===== src/hw/rtl/twam_pkg.sv =====
// ----------------------------------------------------------------------------
// twam_pkg
// Shared constants, types and helpers for the touch wheel angle block.
// ----------------------------------------------------------------------------
package twam_pkg;

  // Breakpoint table geometry
  localparam int unsigned MaxPoints = 16;
  localparam int unsigned PtIdxW    = $clog2(MaxPoints);
  localparam int unsigned PtCntW    = $clog2(MaxPoints + 1);

  // Field widths
  localparam int unsigned PadW      = 16;
  localparam int unsigned AngW      = 9;
  localparam int unsigned MinW      = 6;
  localparam int unsigned PtsW      = 5;
  localparam int unsigned CfgIdxW   = 2;
  localparam int unsigned CfgDataW  = 16;
  localparam int unsigned EntryW    = 2 * AngW;

  // Shared divider sizing
  localparam int unsigned DivNumW   = 24;
  localparam int unsigned DivDshW   = 26;
  localparam int unsigned DivQuoW   = 18;
  localparam int unsigned DivCntW   = 5;
  localparam int unsigned SecSteps  = 7;
  localparam int unsigned IntSteps  = 18;

  // Angle constants
  localparam logic [7:0]  SectorSpan = 8'd120;
  localparam logic [7:0]  SectorB    = 8'd120;
  localparam logic [7:0]  SectorC    = 8'd240;
  localparam logic [9:0]  FullTurn   = 10'd360;
  localparam logic [9:0]  TwoTurns   = 10'd720;
  localparam logic [AngW-1:0] AngMax = 9'd360;

  // Minute = angle / 6, exact for angles up to 360
  localparam logic [7:0]  MinuteMul   = 8'd171;
  localparam int unsigned MinuteShift = 10;

  typedef enum logic {
    ACT_MEASURE = 1'b0,
    ACT_LOAD    = 1'b1
  } action_e;

  typedef enum logic [CfgIdxW-1:0] {
    CFG_ANGLE_OFFSET    = 2'd0,
    CFG_TOUCH_THRESHOLD = 2'd1,
    CFG_POINTS_IN_USE   = 2'd2
  } cfg_idx_e;

  typedef struct packed {
    logic               start;
    logic [DivNumW-1:0] num;
    logic [DivDshW-1:0] dsh;
    logic [DivCntW-1:0] steps;
  } div_cmd_t;

  typedef struct packed {
    logic               busy;
    logic               done;
    logic [DivQuoW-1:0] quo;
  } div_rsp_t;

  function automatic logic [MinW-1:0] minute_of(input logic [AngW-1:0] ang);
    logic [16:0] prod;
    prod = 17'(ang) * 17'(MinuteMul);
    return prod[MinuteShift +: MinW];
  endfunction

endpackage


===== src/hw/rtl/twam_in_if.sv =====
// ----------------------------------------------------------------------------
// twam_in_if
// Request channel: measure or breakpoint load, valid/ready handshake.
// ----------------------------------------------------------------------------
interface twam_in_if import twam_pkg::*; ();
  logic            valid;
  logic            ready;
  logic            action;
  logic [PadW-1:0] proximity;
  logic [PadW-1:0] pad_a;
  logic [PadW-1:0] pad_b;
  logic [PadW-1:0] pad_c;
  logic [3:0]      point_index;
  logic [AngW-1:0] point_measured;
  logic [AngW-1:0] point_real;

  modport source (
    output valid, action, proximity, pad_a, pad_b, pad_c,
           point_index, point_measured, point_real,
    input  ready
  );

  modport sink (
    input  valid, action, proximity, pad_a, pad_b, pad_c,
           point_index, point_measured, point_real,
    output ready
  );
endinterface


===== src/hw/rtl/twam_out_if.sv =====
// ----------------------------------------------------------------------------
// twam_out_if
// Result channel: valid flag, press flag, angle and minute.
// ----------------------------------------------------------------------------
interface twam_out_if import twam_pkg::*; ();
  logic            valid;
  logic            ready;
  logic            valid_res;
  logic            pressed;
  logic [AngW-1:0] angle;
  logic [MinW-1:0] minute;

  modport source (
    output valid, valid_res, pressed, angle, minute,
    input  ready
  );

  modport sink (
    input  valid, valid_res, pressed, angle, minute,
    output ready
  );
endinterface


===== src/hw/rtl/touch_wheel_angle_to_minute.sv =====
// ----------------------------------------------------------------------------
// touch_wheel_angle_to_minute
// Three-pad touch wheel to corrected angle and minute, via a shared divider.
// ----------------------------------------------------------------------------
// Load request: written to the table from idle, no result; the next request may follow at once.
// Measure request: with all pads at zero, straight from prep through wrap to the
//   result register; else the divider runs for the sector position when both
//   differences are nonzero, the search passes up to 14 breakpoints, and the
//   divider runs for the interpolation term unless the segment has zero width.
//   The next request is taken in the cycle after the load.
// Reset clears the sequencer and output valid; offset, threshold and points in
//   use become 0, 0 and 2; breakpoint table contents stay undefined until loaded.
module touch_wheel_angle_to_minute import twam_pkg::*; (
  input  logic                clk_i,
  input  logic                rst_ni,
  input  logic                cfg_we_i,
  input  logic [CfgIdxW-1:0]  cfg_idx_i,
  input  logic [CfgDataW-1:0] cfg_data_i,
  twam_in_if.sink             in_i,
  twam_out_if.source          out_o
);

  // Sequencer: one request at a time, one-hot states
  typedef enum logic [14:0] {
    S_IDLE   = 15'b000000000000001,
    S_PREP   = 15'b000000000000010,
    S_SSTART = 15'b000000000000100,
    S_SDIV   = 15'b000000000001000,
    S_WRAP   = 15'b000000000010000,
    S_SRD    = 15'b000000000100000,
    S_SCHK   = 15'b000000001000000,
    S_LORD   = 15'b000000010000000,
    S_HIRD   = 15'b000000100000000,
    S_HICAP  = 15'b000001000000000,
    S_MUL    = 15'b000010000000000,
    S_ISTART = 15'b000100000000000,
    S_IDIV   = 15'b001000000000000,
    S_SCALE  = 15'b010000000000000,
    S_FIN    = 15'b100000000000000
  } state_e;

  state_e state_q, state_d;

  // Configuration registers
  logic [AngW-1:0] offset_q;
  logic [PadW-1:0] thresh_q;
  logic [PtsW-1:0] points_q;

  // Request and working registers
  logic [PadW-1:0]   pad_a_q, pad_b_q, pad_c_q;
  logic              press_q;
  logic              valid_q;
  logic [PadW-1:0]   ap_q, aq_q;
  logic [7:0]        base_q;
  logic [6:0]        pos_q;
  logic [AngW-1:0]   ang_a_q;
  logic [PtIdxW-1:0] i_q;
  logic [AngW-1:0]   lo_meas_q, lo_real_q, hi_meas_q, hi_real_q;
  logic signed [19:0] prod_q;
  logic signed [9:0]  den_q;
  logic               neg_q;
  logic [DivQuoW-1:0] scl_q;
  logic [AngW-1:0]    ang_q;

  // Output register
  logic            out_valid_q;
  logic            out_res_q;
  logic            out_press_q;
  logic [AngW-1:0] out_ang_q;
  logic [MinW-1:0] out_min_q;

  logic acc;
  logic out_load;

  // Table and divider hookup
  logic              ram_we;
  logic [PtIdxW-1:0] ram_raddr;
  logic [EntryW-1:0] ram_rdata;
  logic [AngW-1:0]   rd_meas, rd_real;
  div_cmd_t          div_cmd;
  div_rsp_t          div_rsp;

  function automatic logic [PadW-1:0] absdiff(input logic [PadW-1:0] x,
                                              input logic [PadW-1:0] y);
    return (x >= y) ? (x - y) : (y - x);
  endfunction

  assign acc      = in_i.valid && in_i.ready;
  assign in_i.ready = (state_q == S_IDLE);
  assign out_load = (state_q == S_FIN) && (!out_valid_q || out_o.ready);

  // ---------------------------------------------------------------------------
  // Breakpoint table: {measured, real} per slot
  // ---------------------------------------------------------------------------
  assign ram_we = acc && (in_i.action == ACT_LOAD) && (32'(in_i.point_index) < MaxPoints);

  twam_ram #(
    .Width (EntryW),
    .Depth (MaxPoints)
  ) u_ram (
    .clk_i   (clk_i),
    .we_i    (ram_we),
    .waddr_i (PtIdxW'(in_i.point_index)),
    .wdata_i ({in_i.point_measured, in_i.point_real}),
    .raddr_i (ram_raddr),
    .rdata_o (ram_rdata)
  );

  assign rd_meas = ram_rdata[EntryW-1:AngW];
  assign rd_real = ram_rdata[AngW-1:0];

  // Read the upper breakpoint of the segment while searching and fetching it
  always_comb begin
    case (state_q)
      S_SRD, S_HIRD: ram_raddr = i_q + 1'b1;
      default:       ram_raddr = i_q;
    endcase
  end

  // ---------------------------------------------------------------------------
  // Sector choice: drop the weakest pad, the two strongest pick the sector
  // ---------------------------------------------------------------------------
  logic            za, zb, zc, multi_zero;
  logic            sec1, sec2;
  logic [PadW-1:0] ap_c, aq_c;
  logic [7:0]      base_c;

  always_comb begin
    za         = (pad_a_q == '0);
    zb         = (pad_b_q == '0);
    zc         = (pad_c_q == '0);
    multi_zero = (za && zb) || (za && zc) || (zb && zc);
    sec1       = (pad_a_q > pad_c_q) && (pad_b_q > pad_c_q);
    sec2       = (pad_b_q > pad_a_q) && (pad_c_q > pad_a_q);
    if (sec1) begin
      ap_c   = absdiff(pad_a_q, pad_c_q);
      aq_c   = absdiff(pad_b_q, pad_c_q);
      base_c = '0;
    end else if (sec2) begin
      ap_c   = absdiff(pad_b_q, pad_a_q);
      aq_c   = absdiff(pad_c_q, pad_a_q);
      base_c = SectorB;
    end else begin
      // Pads a and c tied below b land here with equal magnitudes: mid-sector
      ap_c   = absdiff(pad_c_q, pad_b_q);
      aq_c   = absdiff(pad_a_q, pad_b_q);
      base_c = SectorC;
    end
  end

  // Sector position numerator and divisor: round-half-away of 120*q/(p+q)
  logic [PadW:0]      sum_c;
  logic [DivNumW-1:0] num_c;

  assign sum_c = {1'b0, ap_q} + {1'b0, aq_q};
  assign num_c = (DivNumW'(aq_q) << 8) - (DivNumW'(aq_q) << 4) + DivNumW'(sum_c);

  // ---------------------------------------------------------------------------
  // Wrap, search bound, interpolation terms
  // ---------------------------------------------------------------------------
  logic [9:0]        raw_c;
  logic [AngW-1:0]   wrap_c;
  logic [PtCntW-1:0] n_c;
  logic              more_c;

  always_comb begin
    raw_c = 10'(offset_q) + 10'(base_q) + 10'(pos_q);
    if (raw_c >= TwoTurns) begin
      wrap_c = AngW'(raw_c - TwoTurns);
    end else if (raw_c >= FullTurn) begin
      wrap_c = AngW'(raw_c - FullTurn);
    end else begin
      wrap_c = AngW'(raw_c);
    end
  end

  always_comb begin
    if (points_q < PtsW'(2)) begin
      n_c = PtCntW'(2);
    end else if (32'(points_q) > MaxPoints) begin
      n_c = PtCntW'(MaxPoints);
    end else begin
      n_c = PtCntW'(points_q);
    end
  end

  assign more_c = (32'(i_q) + 2) < 32'(n_c);

  logic signed [9:0]  dr_c, da_c, den_c;
  logic [19:0]        prod_mag;
  logic [9:0]         den_mag;
  logic signed [19:0] scl_s, corr_c;
  logic [AngW-1:0]    sat_c;

  always_comb begin
    dr_c     = $signed({1'b0, hi_real_q}) - $signed({1'b0, lo_real_q});
    da_c     = $signed({1'b0, ang_a_q}) - $signed({1'b0, lo_meas_q});
    den_c    = $signed({1'b0, hi_meas_q}) - $signed({1'b0, lo_meas_q});
    prod_mag = prod_q[19] ? 20'(-prod_q) : 20'(prod_q);
    den_mag  = den_q[9] ? 10'(-den_q) : 10'(den_q);
    // Interpolation term truncates toward zero: divide magnitudes, then sign
    scl_s    = neg_q ? -$signed({2'b00, scl_q}) : $signed({2'b00, scl_q});
    corr_c   = $signed({11'd0, lo_real_q}) + scl_s;
    if (corr_c < 0) begin
      sat_c = '0;
    end else if (corr_c > $signed(20'(AngMax))) begin
      sat_c = AngMax;
    end else begin
      sat_c = corr_c[AngW-1:0];
    end
  end

  // ---------------------------------------------------------------------------
  // Shared divider
  // ---------------------------------------------------------------------------
  always_comb begin
    div_cmd = '0;
    case (state_q)
      S_SSTART: begin
        div_cmd.start = 1'b1;
        div_cmd.num   = num_c;
        div_cmd.dsh   = DivDshW'({sum_c, 1'b0, 6'd0});
        div_cmd.steps = DivCntW'(SecSteps);
      end
      S_ISTART: begin
        div_cmd.start = (den_q != '0);
        div_cmd.num   = DivNumW'(prod_mag[17:0]);
        div_cmd.dsh   = {den_mag[8:0], 17'd0};
        div_cmd.steps = DivCntW'(IntSteps);
      end
      default: ;
    endcase
  end

  twam_div u_div (
    .clk_i  (clk_i),
    .rst_ni (rst_ni),
    .cmd_i  (div_cmd),
    .rsp_o  (div_rsp)
  );

  // ---------------------------------------------------------------------------
  // Next state
  // ---------------------------------------------------------------------------
  always_comb begin
    state_d = state_q;
    case (state_q)
      S_IDLE: begin
        if (acc && (in_i.action == ACT_MEASURE)) state_d = S_PREP;
      end
      S_PREP: begin
        if (!multi_zero && (ap_c != '0) && (aq_c != '0)) state_d = S_SSTART;
        else                                              state_d = S_WRAP;
      end
      S_SSTART: state_d = S_SDIV;
      S_SDIV: begin
        if (div_rsp.done) state_d = S_WRAP;
      end
      S_WRAP: begin
        state_d = valid_q ? S_SRD : S_FIN;
      end
      S_SRD: begin
        state_d = more_c ? S_SCHK : S_LORD;
      end
      S_SCHK: begin
        state_d = (ang_a_q > rd_meas) ? S_SRD : S_LORD;
      end
      S_LORD:   state_d = S_HIRD;
      S_HIRD:   state_d = S_HICAP;
      S_HICAP:  state_d = S_MUL;
      S_MUL:    state_d = S_ISTART;
      S_ISTART: begin
        state_d = (den_q == '0) ? S_SCALE : S_IDIV;
      end
      S_IDIV: begin
        if (div_rsp.done) state_d = S_SCALE;
      end
      S_SCALE:  state_d = S_FIN;
      S_FIN: begin
        if (out_load) state_d = S_IDLE;
      end
      default:  state_d = S_IDLE;
    endcase
  end

  // ---------------------------------------------------------------------------
  // Control registers
  // ---------------------------------------------------------------------------
  always_ff @(posedge clk_i or negedge rst_ni) begin
    if (!rst_ni) begin
      state_q     <= S_IDLE;
      out_valid_q <= 1'b0;
      offset_q    <= '0;
      thresh_q    <= '0;
      points_q    <= PtsW'(2);
    end else begin
      state_q <= state_d;
      // Hold the result until taken; a fresh load wins over a take
      if (out_load) begin
        out_valid_q <= 1'b1;
      end else if (out_o.ready) begin
        out_valid_q <= 1'b0;
      end
      if (cfg_we_i) begin
        case (cfg_idx_e'(cfg_idx_i))
          CFG_ANGLE_OFFSET:    offset_q <= cfg_data_i[AngW-1:0];
          CFG_TOUCH_THRESHOLD: thresh_q <= cfg_data_i[PadW-1:0];
          CFG_POINTS_IN_USE:   points_q <= cfg_data_i[PtsW-1:0];
          default: ;
        endcase
      end
    end
  end

  // ---------------------------------------------------------------------------
  // Datapath registers
  // ---------------------------------------------------------------------------
  always_ff @(posedge clk_i) begin
    case (state_q)
      S_IDLE: begin
        if (acc) begin
          pad_a_q <= in_i.pad_a;
          pad_b_q <= in_i.pad_b;
          pad_c_q <= in_i.pad_c;
          press_q <= (in_i.proximity > thresh_q);
        end
      end
      S_PREP: begin
        valid_q <= !(za && zb && zc);
        ap_q    <= ap_c;
        aq_q    <= aq_c;
        if (multi_zero) begin
          // Single live pad: sit exactly on it
          pos_q      <= '0;
          base_q     <= !za ? 8'd0 : (!zb ? SectorB : SectorC);
        end else begin
          base_q     <= base_c;
          // First difference zero puts us at the sector end, second at its start
          pos_q      <= (ap_c == '0) ? 7'(SectorSpan) : 7'd0;
        end
      end
      S_SDIV: begin
        if (div_rsp.done) pos_q <= div_rsp.quo[6:0];
      end
      S_WRAP: begin
        ang_a_q <= wrap_c;
        i_q     <= '0;
      end
      S_SCHK: begin
        if (ang_a_q > rd_meas) i_q <= i_q + 1'b1;
      end
      S_HIRD: begin
        lo_meas_q <= rd_meas;
        lo_real_q <= rd_real;
      end
      S_HICAP: begin
        hi_meas_q <= rd_meas;
        hi_real_q <= rd_real;
      end
      S_MUL: begin
        prod_q <= dr_c * da_c;
        den_q  <= den_c;
      end
      S_ISTART: begin
        neg_q <= prod_q[19] ^ den_q[9];
        if (den_q == '0) scl_q <= '0;
      end
      S_IDIV: begin
        if (div_rsp.done) scl_q <= div_rsp.quo;
      end
      S_SCALE: begin
        ang_q <= sat_c;
      end
      default: ;
    endcase

    if (out_load) begin
      out_res_q   <= valid_q;
      out_press_q <= press_q;
      out_ang_q   <= valid_q ? ang_q : '0;
      out_min_q   <= valid_q ? minute_of(ang_q) : '0;
    end
  end

  assign out_o.valid     = out_valid_q;
  assign out_o.valid_res = out_res_q;
  assign out_o.pressed   = out_press_q;
  assign out_o.angle     = out_ang_q;
  assign out_o.minute    = out_min_q;

  // ---------------------------------------------------------------------------
  // Checks
  // ---------------------------------------------------------------------------
  a_div_free: assert property (@(posedge clk_i) disable iff (!rst_ni)
    div_cmd.start |-> !div_rsp.busy)
    else $error("divider restarted while still busy");

  a_seg_range: assert property (@(posedge clk_i) disable iff (!rst_ni)
    (state_q == S_HICAP) |-> ((32'(i_q) + 2) <= 32'(n_c)))
    else $error("breakpoint segment beyond points in use");

  a_ang_range: assert property (@(posedge clk_i) disable iff (!rst_ni)
    (state_q == S_FIN) && valid_q |-> (ang_q <= AngMax))
    else $error("corrected angle escaped saturation");

  a_measure_start: assert property (@(posedge clk_i) disable iff (!rst_ni)
    acc && (in_i.action == ACT_MEASURE) |=> (state_q == S_PREP))
    else $error("accepted measure request not started");

endmodule


===== src/hw/rtl/twam_ram.sv =====
// ----------------------------------------------------------------------------
// twam_ram
// Generic one-write, one-read RAM with registered read data.
// ----------------------------------------------------------------------------
module twam_ram #(
  parameter  int unsigned Width = 18,
  parameter  int unsigned Depth = 16,
  localparam int unsigned AddrW = (Depth > 1) ? $clog2(Depth) : 1
) (
  input  logic             clk_i,
  input  logic             we_i,
  input  logic [AddrW-1:0] waddr_i,
  input  logic [Width-1:0] wdata_i,
  input  logic [AddrW-1:0] raddr_i,
  output logic [Width-1:0] rdata_o
);

  logic [Width-1:0] mem_q [Depth];
  logic [Width-1:0] rdata_q;

  always_ff @(posedge clk_i) begin
    if (we_i) begin
      mem_q[waddr_i] <= wdata_i;
    end
    rdata_q <= mem_q[raddr_i];
  end

  assign rdata_o = rdata_q;

endmodule


===== src/hw/rtl/twam_div.sv =====
// ----------------------------------------------------------------------------
// twam_div
// Shared restoring divider: one quotient bit per cycle, pre-aligned divisor.
// ----------------------------------------------------------------------------
module twam_div import twam_pkg::*; (
  input  logic     clk_i,
  input  logic     rst_ni,
  input  div_cmd_t cmd_i,
  output div_rsp_t rsp_o
);

  logic               busy_q;
  logic [DivCntW-1:0] cnt_q;
  logic [DivNumW-1:0] rem_q;
  logic [DivDshW-1:0] dsh_q;
  logic [DivQuoW-1:0] quo_q;

  logic               ge;
  logic [DivDshW-1:0] diff;

  assign ge   = {{(DivDshW - DivNumW){1'b0}}, rem_q} >= dsh_q;
  assign diff = {{(DivDshW - DivNumW){1'b0}}, rem_q} - dsh_q;

  always_ff @(posedge clk_i or negedge rst_ni) begin
    if (!rst_ni) begin
      busy_q <= 1'b0;
      cnt_q  <= '0;
    end else if (cmd_i.start) begin
      busy_q <= 1'b1;
      cnt_q  <= cmd_i.steps;
    end else if (busy_q) begin
      if (cnt_q == '0) begin
        busy_q <= 1'b0;
      end else begin
        cnt_q <= cnt_q - 1'b1;
      end
    end
  end

  always_ff @(posedge clk_i) begin
    if (cmd_i.start) begin
      rem_q <= cmd_i.num;
      dsh_q <= cmd_i.dsh;
      quo_q <= '0;
    end else if (busy_q && (cnt_q != '0)) begin
      if (ge) begin
        rem_q <= diff[DivNumW-1:0];
      end
      quo_q <= {quo_q[DivQuoW-2:0], ge};
      dsh_q <= dsh_q >> 1;
    end
  end

  assign rsp_o.busy = busy_q;
  assign rsp_o.done = busy_q && (cnt_q == '0);
  assign rsp_o.quo  = quo_q;

  // Remainder must stay below twice the aligned divisor, else a quotient bit is lost
  a_rem_bound: assert property (@(posedge clk_i) disable iff (!rst_ni)
    busy_q && (cnt_q != '0) |-> ({3'b000, rem_q} < {dsh_q, 1'b0}))
    else $error("divider remainder overflowed its aligned divisor");

  a_start_loads: assert property (@(posedge clk_i) disable iff (!rst_ni)
    cmd_i.start |=> busy_q && (cnt_q == $past(cmd_i.steps)))
    else $error("divider did not take up a started request");

  a_done_frees: assert property (@(posedge clk_i) disable iff (!rst_ni)
    rsp_o.done && !cmd_i.start |=> !busy_q)
    else $error("divider stayed busy after its last step");

endmodule


===== src/flat_wrapper.sv =====
// flat-port wrapper written by rule: the top's interface ports become plain ports
module touch_wheel_angle_to_minute_flat import twam_pkg::*;
  (clk_i, rst_ni, cfg_we_i, cfg_idx_i, cfg_data_i, in_i_valid, in_i_action, in_i_proximity, in_i_pad_a, in_i_pad_b, in_i_pad_c, in_i_point_index, in_i_point_measured, in_i_point_real, in_i_ready, out_o_valid, out_o_valid_res, out_o_pressed, out_o_angle, out_o_minute, out_o_ready);
  twam_in_if in_i_i ();
  twam_out_if out_o_i ();
  input  logic clk_i;
  input  logic rst_ni;
  input  logic cfg_we_i;
  input  logic [CfgIdxW-1:0] cfg_idx_i;
  input  logic [CfgDataW-1:0] cfg_data_i;
  input wire logic [$bits(in_i_i.valid)-1:0] in_i_valid;
  input wire logic [$bits(in_i_i.action)-1:0] in_i_action;
  input wire logic [$bits(in_i_i.proximity)-1:0] in_i_proximity;
  input wire logic [$bits(in_i_i.pad_a)-1:0] in_i_pad_a;
  input wire logic [$bits(in_i_i.pad_b)-1:0] in_i_pad_b;
  input wire logic [$bits(in_i_i.pad_c)-1:0] in_i_pad_c;
  input wire logic [$bits(in_i_i.point_index)-1:0] in_i_point_index;
  input wire logic [$bits(in_i_i.point_measured)-1:0] in_i_point_measured;
  input wire logic [$bits(in_i_i.point_real)-1:0] in_i_point_real;
  output wire logic [$bits(in_i_i.ready)-1:0] in_i_ready;
  output wire logic [$bits(out_o_i.valid)-1:0] out_o_valid;
  output wire logic [$bits(out_o_i.valid_res)-1:0] out_o_valid_res;
  output wire logic [$bits(out_o_i.pressed)-1:0] out_o_pressed;
  output wire logic [$bits(out_o_i.angle)-1:0] out_o_angle;
  output wire logic [$bits(out_o_i.minute)-1:0] out_o_minute;
  input wire logic [$bits(out_o_i.ready)-1:0] out_o_ready;
  assign in_i_i.valid = in_i_valid;
  assign in_i_i.action = in_i_action;
  assign in_i_i.proximity = in_i_proximity;
  assign in_i_i.pad_a = in_i_pad_a;
  assign in_i_i.pad_b = in_i_pad_b;
  assign in_i_i.pad_c = in_i_pad_c;
  assign in_i_i.point_index = in_i_point_index;
  assign in_i_i.point_measured = in_i_point_measured;
  assign in_i_i.point_real = in_i_point_real;
  assign in_i_ready = in_i_i.ready;
  assign out_o_valid = out_o_i.valid;
  assign out_o_valid_res = out_o_i.valid_res;
  assign out_o_pressed = out_o_i.pressed;
  assign out_o_angle = out_o_i.angle;
  assign out_o_minute = out_o_i.minute;
  assign out_o_i.ready = out_o_ready;
  touch_wheel_angle_to_minute u_core (.clk_i(clk_i), .rst_ni(rst_ni), .cfg_we_i(cfg_we_i), .cfg_idx_i(cfg_idx_i), .cfg_data_i(cfg_data_i), .in_i(in_i_i), .out_o(out_o_i));
endmodule

===== config.mk =====
export PLATFORM = sky130hd
export DESIGN_NAME = touch_wheel_angle_to_minute_flat
export DESIGN_NICKNAME = d
export VERILOG_FILES = /design/src/hw/rtl/twam_pkg.sv /design/src/hw/rtl/twam_in_if.sv /design/src/hw/rtl/twam_out_if.sv /design/src/hw/rtl/touch_wheel_angle_to_minute.sv /design/src/hw/rtl/twam_ram.sv /design/src/hw/rtl/twam_div.sv /design/src/flat_wrapper.sv
export SDC_FILE = /design/constraint.sdc
export NUM_CORES = 2
export LEC_CHECK = 0
export BUFFER_PORTS_ARGS = -buffer_cell sky130_fd_sc_hd__buf_2
export CORE_AREA = 2 2 328 330
export CTS_CLUSTER_SIZE = 28
export DETAILED_ROUTE_END_ITERATION = 10
export DIE_AREA = 0 0 330 332
export PLACE_DENSITY_LB_ADDON = 0.2
export SLEW_MARGIN = 0
export SYNTH_ARGS = -nofsm -noshare
export SYNTH_HDL_FRONTEND = slang
export SYNTH_HIERARCHICAL = 1
export SYNTH_SLANG_ARGS = --single-unit

===== constraint.sdc =====
create_clock -name clk_i -period 20.9 [get_ports clk_i]
set_input_delay 0 -clock clk_i [delete_from_list [all_inputs] [get_ports clk_i]]
set_output_delay 0 -clock clk_i [all_outputs]
set_load 0.03 [all_outputs]

==> impl_metrics.env <==
export IMPL_r2r_end="u_core/prod_q[19]"
export IMPL_cts_root_buf="clkbuf_16"
export IMPL_wl_per_cell_um=19.4
export IMPL_core_area_um2=106000
export IMPL_area_growth_syn_to_layout_pct=13.7
export IMPL_reg2reg_depth=29
export IMPL_num_vias=29200
export IMPL_total_power_mw=4.59
export IMPL_drive_above_1_share_pct=10.9
export IMPL_die_y_um=332
export IMPL_finalWirelength_mm=106
export IMPL_fin_area_um2=47900
export IMPL_start_kind="flip-flop"
export IMPL_synth_avg_cell_area_um2=11.2
export IMPL_cap_viol_max_count=0
export IMPL_gp_congestion=0.902
export IMPL_netlist_instances=3774
export IMPL_violations="design-rule violations"
export IMPL_io_pins=129
export IMPL_grt_pass1_wl_mm=165
export IMPL_finalCritPeriodShare_pct=37.9
export IMPL_first_iter_violations=1963
export IMPL_fin_worst_skew_ns=0.0293
export IMPL_peakVddDrop_uv=72.9
export IMPL_dp_hpwl_mm=77.4
export IMPL_holdBufCountCts=94
export IMPL_rsz0062_at_grt="false"
export IMPL_fin_util_pct=45.1
export IMPL_dpl_cell_area_um2=44400
export IMPL_status="complete, but fails checks"
export IMPL_whs_ns=0.0226
export IMPL_crit_start="u_core/ang_a_q[0]"
export IMPL_vias_per_cell=5.35
export IMPL_ant_nets=0
export IMPL_antenna_cells=0
export IMPL_first_pass_iters=8
export IMPL_cp_arrival_ns=8.29
export IMPL_nFillCells=9970
export IMPL_setup_viol=0
export IMPL_p_leak_nw=19.5
export IMPL_cts_setup_buffers=0
export IMPL_cp_max_fo=10
export IMPL_gr_total_overflow=0
export IMPL_dieWidth_um=330
export IMPL_grt_pass1_vias=28800
export IMPL_worstMarginPinSlew_ns=1.14
export IMPL_grtUsageTotal_pct=19.3
export IMPL_min_path_type="in -> async"
export IMPL_cp_end_kind="flip-flop"
export IMPL_yosys_warnings=6
export IMPL_timing_final_crit_period_ns=7.92
export IMPL_r2r_start="u_core/ang_a_q[0]"
export IMPL_htreeDepth=3
export IMPL_dieArea_um2=110000
export IMPL_pwr_density_cell_nw_per_um2=95.8
export IMPL_cts_tree="built"
export IMPL_syn_area_um2=42200
export IMPL_grt_start_max_net_pins=73
export IMPL_crit_slowest_cell="xor2_1"
export IMPL_cts_buffers=73
export IMPL_start_util_pct=39.7
export IMPL_maxClockFrequency_ghz=0.126
export IMPL_cts_max_path_buffers=3
export IMPL_drc=6
export IMPL_criticalPathCategory="reg -> reg"
export IMPL_setup_tns_ns=0
export IMPL_slew_viol_final=0
export IMPL_core_rowCount=120
export IMPL_clock_sinks=641
export IMPL_nets=4572
export IMPL_crit_required_ns=21.28
export IMPL_cpPeakStageDelay_ns=0.68
export IMPL_port_buffers=128
export IMPL_hold_viol_final=0
export IMPL_cts_resized=0
export IMPL_antenna_found_initial=5
export IMPL_clkTransAtPathRegs_ns=0.06
export IMPL_endpoint="u_core/prod_q[19]"
export IMPL_r2r_slack_ns=12.98
export IMPL_clkLatencyLatePin_ns=0.66
export IMPL_max_slew_margin_pct=24.0
state kept, by name, summed over array words and instances, names as in the netlist, 10 cells and up:
| signal | flops |
|---|---|
| u_core/ap_q | 16 |
| u_core/aq_q | 16 |
| u_core/den_q | 10 |
| u_core/pad_a_q | 16 |
| u_core/pad_b_q | 16 |
| u_core/pad_c_q | 16 |
| u_core/prod_q | 19 |
| u_core/scl_q | 18 |
| u_core/state_q | 15 |
| u_core/thresh_q | 16 |
| u_core/u_div/dsh_q | 26 |
| u_core/u_div/quo_q | 18 |
| u_core/u_div/rem_q | 24 |
| u_core/u_ram/mem_q | 288 |
| u_core/u_ram/rdata_o | 18 |
critical path, delay by kind of cell (launching register included):
family	cells	cell delay, ns
adders and majority gates	8	3.41
AOI/OAI and AO/OA	12	2.50
xor gates and xnor gates	2	0.76
DFF	1	0.36
buffers and inverters	6	0.35
and+or+nand+nor	1	0.25
final cells by class:
class / count / area, um2 / area share, %
tap: 1403 / 1760 / 3.66
clock buffer: 103 / 2070 / 4.32
timing repair buffer: 258 / 1850 / 3.86
inverter: 391 / 1470 / 3.06
sequential: 641 / 18600 / 38.9
clock inverter: 33 / 556 / 1.16
multi-input combinational: 2619 / 21600 / 45.1
placed cells by master (no fill, tap or decap), types with 34 or more instances in the layout:
cell / count
edfxtp_1: 553
inv_1: 390
ha_1: 346
nand2_1: 313
a21oi_1: 210
nor2_1: 203
o21ai_0: 163
xnor2_1: 156
fa_1: 132
buf_2: 128
dlygate4sd3_1: 94
a21o_1: 77
xor2_1: 77
clkbuf_16: 75
and2_1: 60
nor3_1: 54
dfrtp_1: 50
mux4_2: 50
nor2b_1: 44
nand2b_1: 40
nand3_1: 38
a22oi_1: 38
mux2_2: 38
nor4_1: 37
buf_4: 36
dfxtp_1: 36
o21a_1: 34
power breakdown:
group	switching [mW]	internal, mW	total, mW
combinational	1.02	0.622	1.65
clock	0.551	0.819	1.37
sequential	0.0630	1.51	1.58
total	1.64	2.95	4.59
metrics by stage:
stage          worst slack [ns]  cells
5_1_grt                   12.53   5448
6_report                  12.98   5448
3_3_place_gp              13.04   5218
4_1_cts                   12.96   5448
2_1_floorplan             13.76   3781
3_5_place_dp              13.01   5218
per-layer routing:
layer	GRT usage (%)	part of all wire, %	up-vias
li1	-	-	14000
met1	27.8	47	14200
met2	29.6	44	774
met3	3.40	5.9	165
met4	5.93	2.9	6
met5	0	0.030	-
worst min-delay path by stage:
stage / slack, ns / cells after the start / endpoint / start
2_1_floorplan: -0.30 / 0 / u_core/offset_q[0] / rst_ni
3_3_place_gp: 0.18 / 1 / u_core/pad_a_q[8] / in_i_pad_a[8]
3_5_place_dp: 0.18 / 1 / u_core/pad_c_q[11] / in_i_pad_c[11]
4_1_cts: 0.005 / 3 / u_core/u_ram/mem_q[12][11] / in_i_point_index[1]
5_1_grt: 0.03 / 2 / u_core/pad_c_q[15] / in_i_pad_c[15]
6_report: 0.02 / 3 / u_core/thresh_q[11] / rst_ni
No activity file was read; power rests on OpenSTA's default activity.
